### src/design/set_assoc_cache_tag_controller_macros.svh
// Assertion macros shared by the cache tag controller modules.
// Needs only a clock and reset in the including scope.
`ifndef SET_ASSOC_CACHE_TAG_CONTROLLER_MACROS_SVH
`define SET_ASSOC_CACHE_TAG_CONTROLLER_MACROS_SVH
// implication checked every clock outside reset
`define SACT_ASSERT_IMP(label, a, b) \
   label: assert property (@(posedge clock) disable iff (reset) (a) |-> (b)) \
      else $error("assertion failed");
// implication whose consequent is checked in the cycle after the antecedent
`define SACT_ASSERT_NXT(label, a, b) \
   label: assert property (@(posedge clock) disable iff (reset) (a) |=> (b)) \
      else $error("assertion failed");
`endif

### src/design/sact_pkg.sv
// Package for the cache tag controller: line states, register indexes, opcodes.
// No dependencies.
`default_nettype none
package sact_pkg;
   typedef enum logic [1:0] {
      ST_INVALID = 2'd0,
      ST_CLEAN   = 2'd1,
      ST_DIRTY   = 2'd2
   } line_state_type;

   localparam logic [1:0] REG_READ_LAT  = 2'd0;
   localparam logic [1:0] REG_WRITE_LAT = 2'd1;
   localparam logic [1:0] REG_MISS_PEN  = 2'd2;

   localparam logic OP_READ  = 1'b0;
   localparam logic OP_WRITE = 1'b1;

   localparam int LAT_BITS = 10;
   localparam logic [LAT_BITS-1:0] RESET_READ_LAT  = 10'd1;
   localparam logic [LAT_BITS-1:0] RESET_WRITE_LAT = 10'd1;
   localparam logic [LAT_BITS-1:0] RESET_MISS_PEN  = 10'd200;

   // latency configuration handed from register block to the pipeline
   typedef struct packed {
      logic [LAT_BITS-1:0] read_lat;
      logic [LAT_BITS-1:0] write_lat;
      logic [LAT_BITS-1:0] miss_pen;
   } lat_cfg_type;
endpackage
`default_nettype wire

### src/design/sact_csr.sv
// Configuration registers of the cache tag controller, APB-style write/read.
// Depends on sact_pkg.
`default_nettype none
module sact_csr
   import sact_pkg::*;
(
   input  wire logic        clock,
   input  wire logic        reset,
   input  wire logic        psel,
   input  wire logic        penable,
   input  wire logic        pwrite,
   input  wire logic [3:0]  paddr,
   input  wire logic [31:0] pwdata,
   output logic [31:0]      prdata,
   output logic             pready,
   output lat_cfg_type      cfg
);
   lat_cfg_type cfg_ff;
   logic [1:0]  idx;
   logic        wr_en;

   assign pready = 1'b1;
   assign idx    = paddr[3:2];
   assign wr_en  = psel && penable && pwrite;
   assign cfg    = cfg_ff;

   // register writes
   always_ff @(posedge clock) begin
      if (reset) begin
         cfg_ff.read_lat  <= RESET_READ_LAT;
         cfg_ff.write_lat <= RESET_WRITE_LAT;
         cfg_ff.miss_pen  <= RESET_MISS_PEN;
      end else if (wr_en && paddr[1:0] == 2'b00) begin
         unique case (idx)
            REG_READ_LAT:  cfg_ff.read_lat  <= pwdata[LAT_BITS-1:0];
            REG_WRITE_LAT: cfg_ff.write_lat <= pwdata[LAT_BITS-1:0];
            REG_MISS_PEN:  cfg_ff.miss_pen  <= pwdata[LAT_BITS-1:0];
            default: ;
         endcase
      end
   end

   // read mux
   always_comb begin
      prdata = 32'd0;
      unique case (idx)
         REG_READ_LAT:  prdata = {22'd0, cfg_ff.read_lat};
         REG_WRITE_LAT: prdata = {22'd0, cfg_ff.write_lat};
         REG_MISS_PEN:  prdata = {22'd0, cfg_ff.miss_pen};
         default:       prdata = 32'd0;
      endcase
   end
endmodule
`default_nettype wire

### config.mk
export PLATFORM = sky130hd
export DESIGN_NAME = sact_csr
export DESIGN_NICKNAME = d
export VERILOG_FILES = /design/src/design/set_assoc_cache_tag_controller_macros.svh /design/src/design/sact_pkg.sv /design/src/design/sact_csr.sv
export SDC_FILE = /design/constraint.sdc
export NUM_CORES = 1
export LEC_CHECK = 0
export BUFFER_PORTS_ARGS = -buffer_cell sky130_fd_sc_hd__buf_4
export CAP_MARGIN = 10
export CORE_MARGIN = 10
export CORE_UTILIZATION = 35
export DETAILED_ROUTE_END_ITERATION = 8
export HOLD_SLACK_MARGIN = 0.06
export PLACE_DENSITY = 0.7
export SETUP_SLACK_MARGIN = 0.5
export SLEW_MARGIN = 20
export SYNTH_ARGS = -nofsm -noshare
export SYNTH_HDL_FRONTEND = slang
export SYNTH_SLANG_ARGS = --single-unit
### constraint.sdc
create_clock -name clock -period 1.05 [get_ports clock]
set_input_delay 0.105 -clock clock [delete_from_list [all_inputs] [get_ports clock]]
set_output_delay 0.105 -clock clock [all_outputs]
set_load 0.01 [all_outputs]
# Word level (Yosys, flattened, before mapping)
# Index checks and enable logic that the tools add are counted.
[word_totals]
ff_bits = 30
in_bits = 41
output_inout_bits = 63
elab_cells = 14
[classes]
eq_ne = 2
muxes = 1
n_reduce_logical = 8
[op_table]
columns = ["op", "n"]
rows = [
  ["$pmux W10 S3", 1],
  ["$reduce_and A2 Y1", 3],
  ["$logic_not A2 Y1", 2],
  ["$logic_and A1 B1 Y1", 3],
  ["$eq A2 B1 Y1 const B", 1],
  ["$eq A2 B2 Y1 const B", 1],
]

# Longest topological paths before layout
[depth]
depth_word = 4
depth_mapped = 4

# Worst setup path after synthesis
# OpenSTA, ideal clock, no wires.
[synth_path]
path_kind = "input-to-reg"
from = "input port paddr[1]"
to = "register cfg_ff (netlist bit cfg[20])"
setup_time_ns = 0.121
arrival_ns = 0.994
setup_slack_ns = -0.065
path_stages = 4
n_path_buf = 1
cell_sequence = "or2_1 or4_4 buf_6 mux2i_1"
[synth_between]
elab_chain_len = 3
[synth_lines]
columns = ["element", "line_no", "rtl"]
rows = [
  ["start: declaration", "sact_csr.sv:12", "input wire logic [3:0] paddr,"],
  ["$logic_not A2 Y1", "sact_csr.sv:33", "end else if (wr_en && paddr[1:0] == 2'b00) begin"],
  ["$logic_and A1 B1 Y1", "sact_csr.sv:33", ""],
  ["$reduce_and A2 Y1 (no line)", "--", ""],
  ["end: declaration", "sact_csr.sv:18", "lat_cfg_type cfg_ff;"],
]
# No other way between the ends.
# A chain may end at the register's enable or synchronous reset.

# Worst setup path after layout
[layout_path]
from = "register cfg_ff (netlist bit cfg[16])"
to = "output port prdata[6]"
[layout_between]
elab_chain_len = 1
[layout_lines]
columns = ["element", "line_no", "rtl"]
rows = [
  ["$pmux W10 S3", "sact_csr.sv:46", "unique case (idx)"],
  ["end: declaration", "sact_csr.sv:14", "output logic [31:0] prdata,"],
]
# No other way between the ends.

==> flow_summary.toml <==
[sta]
skew_ns = 0
setup_violations = 12
fin_crit_ns = 1.08
fin_crit_sh = 1.03
fin_ws_ns = -0.0326
hold_slack_ns = 0.0935
final-hold-violation-count = 0
slew_violations = 0
max_freq_mhz = 924
fin_tns_setup_ns = -0.174
rsz0062_at_grt = "yes"

[floorplan]
dieArea_sq_mm = 0.00800
num_rows = 25
fp.dieW_um = 89.4
core_area_sq_mm = 0.00469
pin_count = 104
initial_utilization = 0.359
dieHeight_um = 89.4

[final_layout]
seqCellArea_sq_um = 638
nets = 331
drive_gt1_frac = 0.615
final_area_sq_mm = 0.00301
multi_input_area_sq_mm = 0.00104
area_delta_synth_final_pct = 78.2
largest_reg_flops = 30
diodes = 0
final.fill_count = 387
utilization = 0.641

[global_routing]
antenna_found_initial = 0
grt_pass1_vias = 1594
grt_pass1_wl_um = 7960
track_usage = 0.130
grt_overflow_total = 0
grt_max_degree = 45

[synth]
synth-seq-cells = 30
ys.flop_type = "dfxtp_1"
synth_most_common_cell = "mux2i_1"
synth_area_sq_mm = 0.00169
syn_inst = 181
synth_common_cells = "40 x mux2i_1, 30 x dfxtp_1, 23 x buf_4, 21 x nand2b_1, 12 x or2b_2"
yosys.area.top_type = "dfxtp_1"
synth_area_leaders = "dfxtp_1 36%, mux2i_1 24%, buf_4 10%, nand2b_1 7.8%, or2b_2 6.2%"
yosysUniqueCellTypes = 22
synth_edf_count = 0
syn_area_per_cell_sq_um = 9.32
yosys_warnings = 0
yosysTopAreaCellShare = 0.356
synth_async_sr_flop_share = 0
ys_seq_area_frac = 0.356

[min_path]
min-delay-start = "pwdata[7]"
holdPathEnd = "cfg[7]"
min_path_type = "input port to flop"
whs_path_depth = 3

[power]
leakage_nw = 1.45
power_w = 0.00251
p_per_area_mw_per_mm2 = 834
vdd_drop_max_uv = 508

[placement]
place_area_sq_mm = 0.00226
gp_congestion = 0.756
place_hpwl_um = 3690
numPortBuffers = 58

[detailed_routing]
num_vias = 1568
routed_via_density = 4.54
ant_nets = 0
wl_per_cell_um = 16.0
drtIter0Drc = 71
totalWireLength_um = 5510
drc = 0
drt_first_pass_iters = 4

[clock_tree]
cts.sink_count = 30
cts_tree = "yes"
clkLatencyLatePin_ns = 0.28
cts_hold_buf = 0
root_buffer = "clkbuf_8"
path_clk_slew_ns = 0.06
cts_buffers = 5
clock_path_buffers = 2
cts_max_level = 2

[flow_run]
maxCapViolCount = 0

[critical_path]
r2r-start = "cfg[22]"
crit_chain = "mux2i_1 > o21ai_1 > buf_4"
crit_fanout = 2
worstPathArrival_ns = 0.98
regToRegSetupSlack_ns = 0.10
cp_slowest_stage_delay_ns = 0.33
setup.worst_path.start_class = "flop"
critPathCaptureType = "primary output"
path_class = "flop to primary output"
reg2reg_depth = 4
reg2reg_to = "cfg[22]"
crit_path_top_delay_cell = "dfxtp_2"
crit_buf_inv = 1
cp_top_family = "flip-flops"
crit_required_ns = 0.94

[status]
status = "finished, violations left"
violations = "negative setup slack"
[cell families after synthesis]
logic type | count (synthesis) | share of synthesized area
flops | 30 | 0.356
simple gates | 66 | 0.236
buf+inv | 33 | 0.136
other cells | 2 | 0.00445
mux | 40 | 0.237
compound gates | 10 | 0.0297
[what timing repair did]
action / CTS / global route
hold endpoints to repair: 0 / 0
pin swaps: 14 / 3
gates resized for setup: 84 / 21
buffers inserted: 20 / 19
endpoints found under the setup margin: 70 / 70
[power breakdown]
part | switching (W) | leakage (nW) | total (W) | internal, W
Clock | 0.000435 | 0.0482 | 0.000962 | 0.000528
Combinational | 0.000190 | 1.15 | 0.000398 | 0.000209
Sequential | 0.00000403 | 0.252 | 0.00115 | 0.00114
[layout make-up]
type	instances	share of cell area
Timing Repair Buffer	114	0.388
Clock buffer	7	0.0287
Tap cell	54	0.0225
Sequential cell	30	0.212
Clock inverter	1	0.00167
Multi-Input combinational cell	139	0.346
[tightest hold or removal path, cell delays in order]
cell and delay [ns]:
buf_4 0.08, nor2_1 0.04, mux2i_1 0.11
[per-stage QoR]
stage | setup WS, ns | std cells
after floorplan | -0.0650 | 202
after global placement | -0.206 | 298
after detailed placement | -0.228 | 298
after CTS | -0.0505 | 326
after global routing | -0.107 | 345
final | -0.0326 | 345
[placed cells by master (no fill, tap or decap)]
cell / Yosys / final
buf_6: 1 / 69
buf_4: 23 / 40
mux2i_1: 40 / 39
dfxtp_2: 0 / 30
conb_1: 2 / 23
nand2b_1: 21 / 20
nand2_1: 11 / 10
or2b_2: 12 / 9
nor2_1: 10 / 9
o21ai_1: 0 / 8
clkbuf_8: 0 / 6
or2b_4: 0 / 3
buf_12: 0 / 3
o21ai_2: 0 / 2
and3_4: 0 / 2
or2b_1: 2 / 2
buf_8: 0 / 2
nor2b_4: 0 / 1
mux2i_2: 0 / 1
nor4b_4: 0 / 1
and2_4: 0 / 1
nand2b_4: 0 / 1
nor2_2: 0 / 1
nand3_4: 0 / 1
nand3_2: 0 / 1
or2_4: 0 / 1
or4_4: 1 / 1
nor4_4: 0 / 1
nand2_4: 0 / 1
clkbuf_1: 5 / 1
clkinv_2: 0 / 1
[routing by layer]
metal | wire length (um) | GRT usage | part of all wire | vias to the layer above
li1 | - | - | - | 768
met1 | 2080 | 0.137 | 0.38 | 735
met2 | 2820 | 0.230 | 0.51 | 57
met3 | 551 | 0.0574 | 0.10 | 8
met4 | 60 | 0.0347 | 0.011 | 0
met5 | 0 | 0 | 0 | -
[worst max path at each step]
stage	cells after the start	slack, ns	to	startpoint
after detailed placement	4	-0.23	cfg[28]	paddr[1]
after global placement	4	-0.21	cfg[26]	paddr[1]
after floorplan	4	-0.06	cfg[20]	paddr[1]
final	3	-0.03	prdata[6]	cfg[16]
after global routing	3	-0.11	prdata[7]	cfg[17]
after CTS	3	-0.05	prdata[9]	cfg[19]
Power figures use the tool's default switching activity.
